<file path="src/hw/rtl/bfs_pkg.sv">
package bfs_pkg;

  localparam int unsigned GridCols   = 80;
  localparam int unsigned GridRows   = 25;
  localparam int unsigned StackDepth = 256;
  localparam int unsigned RowW       = 5;
  localparam int unsigned ColW       = 7;
  localparam int unsigned DataW      = 32;

  typedef enum logic [1:0] {
    DirLeft  = 2'd0,
    DirRight = 2'd1,
    DirUp    = 2'd2,
    DirDown  = 2'd3
  } dir_e;

  typedef enum logic [1:0] {
    ModeLoad    = 2'd0,
    ModeExec    = 2'd1,
    ModeRestart = 2'd2
  } mode_e;

  typedef enum logic [1:0] {
    EvNone  = 2'd0,
    EvNum   = 2'd1,
    EvChar  = 2'd2,
    EvHalt  = 2'd3
  } event_e;

  localparam logic [7:0] ChQuote = 8'h22;
  localparam logic [7:0] ChHash  = 8'h23;
  localparam logic [7:0] ChDol   = 8'h24;
  localparam logic [7:0] ChMod   = 8'h25;
  localparam logic [7:0] ChAmp   = 8'h26;
  localparam logic [7:0] ChMul   = 8'h2a;
  localparam logic [7:0] ChAdd   = 8'h2b;
  localparam logic [7:0] ChComma = 8'h2c;
  localparam logic [7:0] ChSub   = 8'h2d;
  localparam logic [7:0] ChDot   = 8'h2e;
  localparam logic [7:0] ChDiv   = 8'h2f;
  localparam logic [7:0] ChZero  = 8'h30;
  localparam logic [7:0] ChNine  = 8'h39;
  localparam logic [7:0] ChColon = 8'h3a;
  localparam logic [7:0] ChLt    = 8'h3c;
  localparam logic [7:0] ChGt    = 8'h3e;
  localparam logic [7:0] ChQmark = 8'h3f;
  localparam logic [7:0] ChAt    = 8'h40;
  localparam logic [7:0] ChBslash= 8'h5c;
  localparam logic [7:0] ChCaret = 8'h5e;
  localparam logic [7:0] ChUnder = 8'h5f;
  localparam logic [7:0] ChTick  = 8'h60;
  localparam logic [7:0] ChG     = 8'h67;
  localparam logic [7:0] ChP     = 8'h70;
  localparam logic [7:0] ChV     = 8'h76;
  localparam logic [7:0] ChPipe  = 8'h7c;
  localparam logic [7:0] ChTilde = 8'h7e;
  localparam logic [7:0] ChBang  = 8'h21;
  localparam logic [7:0] ChSpace = 8'h20;

  // controller states
  typedef enum logic [3:0] {
    StIdle,
    StClear,
    StFetch,
    StPop1,
    StPop2,
    StPop3,
    StExec,
    StDiv,
    StGet,
    StPut,
    StPush1,
    StPush2,
    StOut
  } state_e;

  // controller -> datapath commands
  typedef struct packed {
    logic clr_step;
    logic take_item;
    logic fetch;
    logic pop;
    logic exec;
    logic div_start;
    logic get_rd;
    logic put_wr;
    logic push_a;
    logic push_b;
    logic finish;
  } cmd_t;

  // datapath -> controller status
  typedef struct packed {
    logic clr_done;
    logic is_exec;
    logic is_other;
    logic halted;
    logic [1:0] pops;
    logic need_div;
    logic need_get;
    logic need_put;
    logic [1:0] pushes;
    logic div_done;
  } stat_t;

endpackage

</file>
<file path="src/hw/rtl/bfs_ctrl.sv">
module bfs_ctrl (
  input  logic          clk_i,
  input  logic          rst_ni,
  input  logic          in_valid_i,
  output logic          in_ready_o,
  output logic          out_valid_o,
  input  logic          out_ready_i,
  input  bfs_pkg::stat_t stat_i,
  output bfs_pkg::cmd_t  cmd_o
);

  bfs_pkg::state_e state_q, state_d;
  logic [1:0] popn_q, popn_d;

  always_ff @(posedge clk_i or negedge rst_ni) begin
    if (!rst_ni) begin
      state_q <= bfs_pkg::StClear;
      popn_q  <= '0;
    end else begin
      state_q <= state_d;
      popn_q  <= popn_d;
    end
  end

  always_comb begin
    state_d     = state_q;
    popn_d      = popn_q;
    cmd_o       = '0;
    in_ready_o  = 1'b0;
    out_valid_o = 1'b0;
    case (state_q)
      bfs_pkg::StClear: begin
        cmd_o.clr_step = 1'b1;
        if (stat_i.clr_done) state_d = bfs_pkg::StIdle;
      end
      bfs_pkg::StIdle: begin
        in_ready_o = 1'b1;
        if (in_valid_i) begin
          cmd_o.take_item = 1'b1;
          state_d = bfs_pkg::StFetch;
        end
      end
      bfs_pkg::StFetch: begin
        // grid byte read is registered; decode next
        cmd_o.fetch = 1'b1;
        state_d = bfs_pkg::StPop1;
      end
      bfs_pkg::StPop1: begin
        if (!stat_i.is_exec || stat_i.halted) begin
          state_d = bfs_pkg::StOut;
          cmd_o.finish = 1'b1;
        end else if (stat_i.pops != 2'd0) begin
          cmd_o.pop = 1'b1;
          popn_d = stat_i.pops - 2'd1;
          state_d = (stat_i.pops == 2'd1) ? bfs_pkg::StExec : bfs_pkg::StPop2;
        end else begin
          state_d = bfs_pkg::StExec;
        end
      end
      bfs_pkg::StPop2: begin
        cmd_o.pop = 1'b1;
        popn_d = popn_q - 2'd1;
        state_d = (popn_q == 2'd1) ? bfs_pkg::StExec : bfs_pkg::StPop3;
      end
      bfs_pkg::StPop3: begin
        cmd_o.pop = 1'b1;
        state_d = bfs_pkg::StExec;
      end
      bfs_pkg::StExec: begin
        cmd_o.exec = 1'b1;
        if (stat_i.need_div) begin
          cmd_o.div_start = 1'b1;
          state_d = bfs_pkg::StDiv;
        end else if (stat_i.need_get) begin
          state_d = bfs_pkg::StGet;
        end else if (stat_i.need_put) begin
          state_d = bfs_pkg::StPut;
        end else if (stat_i.pushes != 2'd0) begin
          state_d = bfs_pkg::StPush1;
        end else begin
          cmd_o.finish = 1'b1;
          state_d = bfs_pkg::StOut;
        end
      end
      bfs_pkg::StDiv: begin
        if (stat_i.div_done) state_d = bfs_pkg::StPush1;
      end
      bfs_pkg::StGet: begin
        cmd_o.get_rd = 1'b1;
        state_d = bfs_pkg::StPush1;
      end
      bfs_pkg::StPut: begin
        cmd_o.put_wr = 1'b1;
        cmd_o.finish = 1'b1;
        state_d = bfs_pkg::StOut;
      end
      bfs_pkg::StPush1: begin
        cmd_o.push_a = 1'b1;
        if (stat_i.pushes == 2'd2) begin
          state_d = bfs_pkg::StPush2;
        end else begin
          cmd_o.finish = 1'b1;
          state_d = bfs_pkg::StOut;
        end
      end
      bfs_pkg::StPush2: begin
        cmd_o.push_b = 1'b1;
        cmd_o.finish = 1'b1;
        state_d = bfs_pkg::StOut;
      end
      bfs_pkg::StOut: begin
        out_valid_o = 1'b1;
        if (out_ready_i) state_d = bfs_pkg::StIdle;
      end
      default: state_d = bfs_pkg::StIdle;
    endcase
  end

endmodule

</file>
<file path="config.mk">
export PLATFORM = sky130hd
export DESIGN_NAME = bfs_ctrl
export DESIGN_NICKNAME = d
export VERILOG_FILES = /design/src/hw/rtl/bfs_pkg.sv /design/src/hw/rtl/bfs_ctrl.sv
export SDC_FILE = /design/constraint.sdc
export NUM_CORES = 1
export LEC_CHECK = 0
export BUFFER_PORTS_ARGS = -buffer_cell sky130_fd_sc_hd__buf_2
export CORE_MARGIN = 5
export CORE_UTILIZATION = 53
export CTS_BUF_LIST = sky130_fd_sc_hd__clkbuf_4 sky130_fd_sc_hd__clkbuf_8
export CTS_CLUSTER_SIZE = 20
export DETAILED_ROUTE_END_ITERATION = 16
export PLACE_DENSITY = 0.89
export SLEW_MARGIN = 10
export SYNTH_ARGS = -nofsm -noshare
export SYNTH_HDL_FRONTEND = slang
export SYNTH_SLANG_ARGS = --single-unit
</file>
<file path="constraint.sdc">
create_clock -name clk_i -period 3.6 [get_ports clk_i]
set_input_delay 0 -clock clk_i [delete_from_list [all_inputs] [get_ports clk_i]]
set_output_delay 0 -clock clk_i [all_outputs]
set_load 0.01 [all_outputs]
</file>
# Yosys cells after proc, flatten, opt, wreduce, memory -nomap -nowiden
# Cells that the tools add are included.
# totals
regBits	6
inputBits	16
word_cells	74
# op_classes
add_sub_neg	2
reduce_logical	10
n_mux	39
eq_ne	21
# op_table
operator	count
$pmux 4 s12	1
$mux 4	8
$eq 4x4->1 const B	5
$mux 1	19
$eq 4x3->1 const B	4
$mux 2	6
$ne 2x2->1 const B	6
$eq 4x2->1 const B	2
$mux 3	2
$reduce_bool 2->1	3
$eq 2x1->1 const B	2
$eq 4x1->1 const B	1
$logic_not 4->1	1
$pmux 1 s4	1
$pmux 2 s2	1
$reduce_and 4->1	1
$reduce_or 2->1	2
$sub 2x1->2 const B	2
$reduce_and 3->1	1
$eq 2x2->1 const B	1
$pmux 1 s2	1
$logic_not 1->1	1
$logic_or 1x1->1	1

# Depth between registers and ports, before layout
# logic_depth
word_depth	6
depth_mapped	6

# Least setup slack after synthesis
# OpenSTA, ideal clock, no wires.
# synth_timing
kind	register to register
startpoint	register state_q[0]
endpoint	register popn_q[1]
synth_period_minus_slack_ns	1.490
path_stages_with_launch	6
setup_time_ns	0.125
required_time_ns	3.475
path_slack_ns	2.110
t_arrival_ns	1.366
n_path_buf	1
path_cell_list	dfstp_2 -> buf_2 -> and4bb_1 -> nand3b_2 -> mux2i_1 -> mux2_2
# synth_between
elab_chain_len	3
elab_cells_between_ends	7
classes_between	4 x eq/ne; 1 x mux; 2 x reduce/logical
# synth_lines
element	line	source
start, declared	bfs_ctrl.sv:12	bfs_pkg::state_e state_q, state_d;
start signal, assigned	bfs_ctrl.sv:17	state_q <= bfs_pkg::StClear;
start signal, assigned	bfs_ctrl.sv:20	state_q <= state_d;
$eq 4x2->1 or $eq 4x3->1 (tied branches)	bfs_ctrl.sv:31	case (state_q)
$ne 2x2->1 (no source line) or $reduce_bool 2->1 (tied branches)	--	
$reduce_and 3->1 (no source line)	--	
end signal, assigned	bfs_ctrl.sv:21	popn_q <= popn_d;
end, declared	bfs_ctrl.sv:13	logic [1:0] popn_q, popn_d;
# Parallel ways exist; a longest one is shown, timed or not.
# A chain may end at the register's enable or synchronous reset.

==> reports/results.tsv <==
stage	metric	value	unit
outcome	status	complete, no violations	
critical_path	startpoint	state_q[3]$_DFFE_PN0P_	
synthesis	syn_avg_cell_area	7.74	µm²
clock_network	post_cts_buffers	0	
place	hpwlAfterDp	1310	µm
synthesis	ys_seq_area_share	21.3	%
place	io_buffers	27	
critical_path	cp.arrival	1700	ps
timing	setup_viol	0	
clock_network	path_clk_slew	40	ps
synthesis	yosys_warnings	0	
timing	grt_setup_unrepaired	no	
synthesis	synth.most_common_cell	nor2_1	
critical_path	cp-endpoint	cmd_o[0]	
synthesis	yosys.area.top_type_share	17.6	%
timing	slew_headroom	66.5	%
critical_path	r2r_slack	1970	ps
cells_and_area	final_area	871	µm²
power_and_ir_drop	power_density	763	nW/µm²
synthesis	synth_area_leaders	dfrtp_1 (18%), nor2_1 (5.8%), ha_1 (5.3%), nand2b_1 (4.4%), dfstp_2 (3.7%)	
critical_path	path_class	flip-flop to output pin	
routing	vias_per_cell	5.88	
timing	drv_slew	0	
cells_and_area	antenna_cells	0	
cells_and_area	fillers	109	
floorplanning	die_area	2180	µm²
clock_network	cts_buffers	3	
routing	wl_per_cell	12.8	µm
power_and_ir_drop	leakage	0.453	nW
timing	fin_crit	1700	ps
clock_network	cts_tree	done	
critical_path	cp_max_fo	17	
critical_path	r2r-end	popn_q[1]$_DFFE_PN0P_	
critical_path	critical_path_required	3600	ps
cells_and_area	fin_cells	133	
timing	finalClockSkew	5.06	ps
synthesis	synth_cells	92	
global_route	antenna_found_initial	0	
routing	via_count	782	
global_route	globalRouteTotalUtil	18.4	%
floorplanning	initial_core_util	55.4	%
cells_and_area	seq_area	151	µm²
global_route	overflow	0	
routing	drtIter0Drc	10	
clock_network	h-tree-depth	1	
timing	timing.fmax	0.587	GHz
critical_path	worstSetupStartpointType	flip-flop	
floorplanning	die_h	46.7	µm
global_route	grt_pass1_vias	695	
power_and_ir_drop	ir_worst_vdd	0.515	mV
clock_network	cts_buffer_depth	2	
clock_network	cts_sinks	6	
clock_network	cts_resized	0	
critical_path	reg2regPathDepth	4	
critical_path	reg2reg_from	state_q[0]$_DFFE_PN1P_	
place	gp_congestion	0.781	
clock_network	clk_latency	250	ps
synthesis	synth_edf_count	0	
flow_run	cap_viol_max_count	0	
synthesis	synthesis.area	712	µm²
place	placed_cells	128	
timing	tightest_slew	502	ps
global_route	grt_first_pass_wirelength	2840	µm
timing	fin_setup_tns	0	ps
routing	firstDrtPassIters	4	
synthesis	ys_types	43	
timing	layout_setup_ws	1900	ps
floorplanning	fp.dieW	46.7	µm
routing	ant_nets	0	
synthesis	async_flop_share	100	%
cells_and_area	multiInputGateArea	503	µm²
cells_and_area	area_delta_synth_final	22.3	%
floorplanning	placementRows	13	
routing	drt_wl_total	1700	µm
synthesis	synthFlopType	dfrtp_1	
cells_and_area	fin_util	67.8	%
routing	drcViolationCount	0	
timing	hold_violations	0	
cells_and_area	nNetsFinal	138	
cells_and_area	drive_above_1_share	32.2	%
global_route	grt_max_degree	19	
timing	min_period_over_period	47.3	%
worst_hold_path	hold_class	primary input to flip-flop	
place	dpl-instance-area	831	µm²
floorplanning	ioPinCount	29	
synthesis	synth.net_count	111	
synthesis	synth-seq-cells	6	
place	dp_slack	1980	ps
clock_network	cts-root-buf	clkbuf_4	
critical_path	critPathCaptureType	output pin	
synthesis	yosysTopAreaCell	dfrtp_1	
floorplanning	core_area	1280	µm²
cell type report:
| cell class | instances | share of cell area [%] |
|---|---|---|
| Inverter | 6 | 2.59 |
| Tap cell | 15 | 2.16 |
| Timing Repair Buffer | 28 | 16.7 |
| Sequential cell | 6 | 17.4 |
| Clock buffer | 4 | 3.45 |
| Multi-Input combinational cell | 74 | 57.8 |
routing by layer:
metal  track usage [%]  vias up  part of all wire [%]
met5                 0        -                     0
met2              29.4       29                    47
li1                  -      385                     -
met3              5.08        4                   9.3
met4              10.5        0                   1.6
met1              21.8      364                    42
critical path, cell delays in order, from the launching register on:
cell and delay, ps:
dfrtp_1 550, and2b_4 370, nor2b_4 200, nand2_1 60, o22ai_1 120, buf_2 150
where the power goes:
part           internal [mW]  switching, mW  total [mW]
sequential             0.107         0.0975       0.204
combinational          0.197          0.189       0.386
clock                 0.0495         0.0249      0.0744
total                  0.353          0.311       0.664
placed cells by master, fill, tap and decap left out, drive strengths merged, types with 3 or more instances in the layout:
| cell type | Yosys | routed |
|---|---|---|
| nor3 | 5 | 5 |
| nor2b | 4 | 4 |
| a21o | 3 | 3 |
| dfrtp | 5 | 5 |
| clkbuf | 1 | 4 |
| ha | 3 | 3 |
| o21ai | 5 | 5 |
| inv | 6 | 6 |
| nand2b | 5 | 5 |
| nand2 | 5 | 5 |
| buf | 5 | 27 |
| nor2 | 11 | 11 |
registers in the layout, summed over array words and instances (netlist names):
signal	cells
state_q	4
popn_q	2
cells by family after synthesis:
kind of cell | Yosys count | synth area share [%]
and+or+nand+nor | 43 | 35.0
muxes | 3 | 4.39
AOI/OAI and AO/OA | 25 | 26.0
adders and majority gates | 3 | 5.27
DFF | 6 | 21.3
buffers and inverters | 12 | 8.08
per-stage QoR:
step	hold slack (ps)	total power [mW]
finish	40.1	0.664
global placement	-176	0.575
global route	66.6	0.735
detailed placement	-174	0.588
floorplan	-296	0.504
CTS	32.7	0.668
how the worst min path moves through the flow:
stage / slack (ps) / endpoint / startpoint / depth (start not counted)
after floorplan: -300 / popn_q[0]$_DFFE_PN0P_ / rst_ni / 0
after global placement: -180 / popn_q[0]$_DFFE_PN0P_ / rst_ni / 1
after detailed placement: -170 / popn_q[0]$_DFFE_PN0P_ / rst_ni / 1
after CTS: 30 / state_q[3]$_DFFE_PN0P_ / out_ready_i / 4
after global routing: 70 / state_q[3]$_DFFE_PN0P_ / out_ready_i / 4
final: 40 / state_q[3]$_DFFE_PN0P_ / out_ready_i / 4
what timing repair did:
action | CTS | global route
hold buffers | 1 | 0
setup endpoints to repair | 0 | 0
hold endpoints to repair | 6 | 0
(Power assumes the default switching activity.)
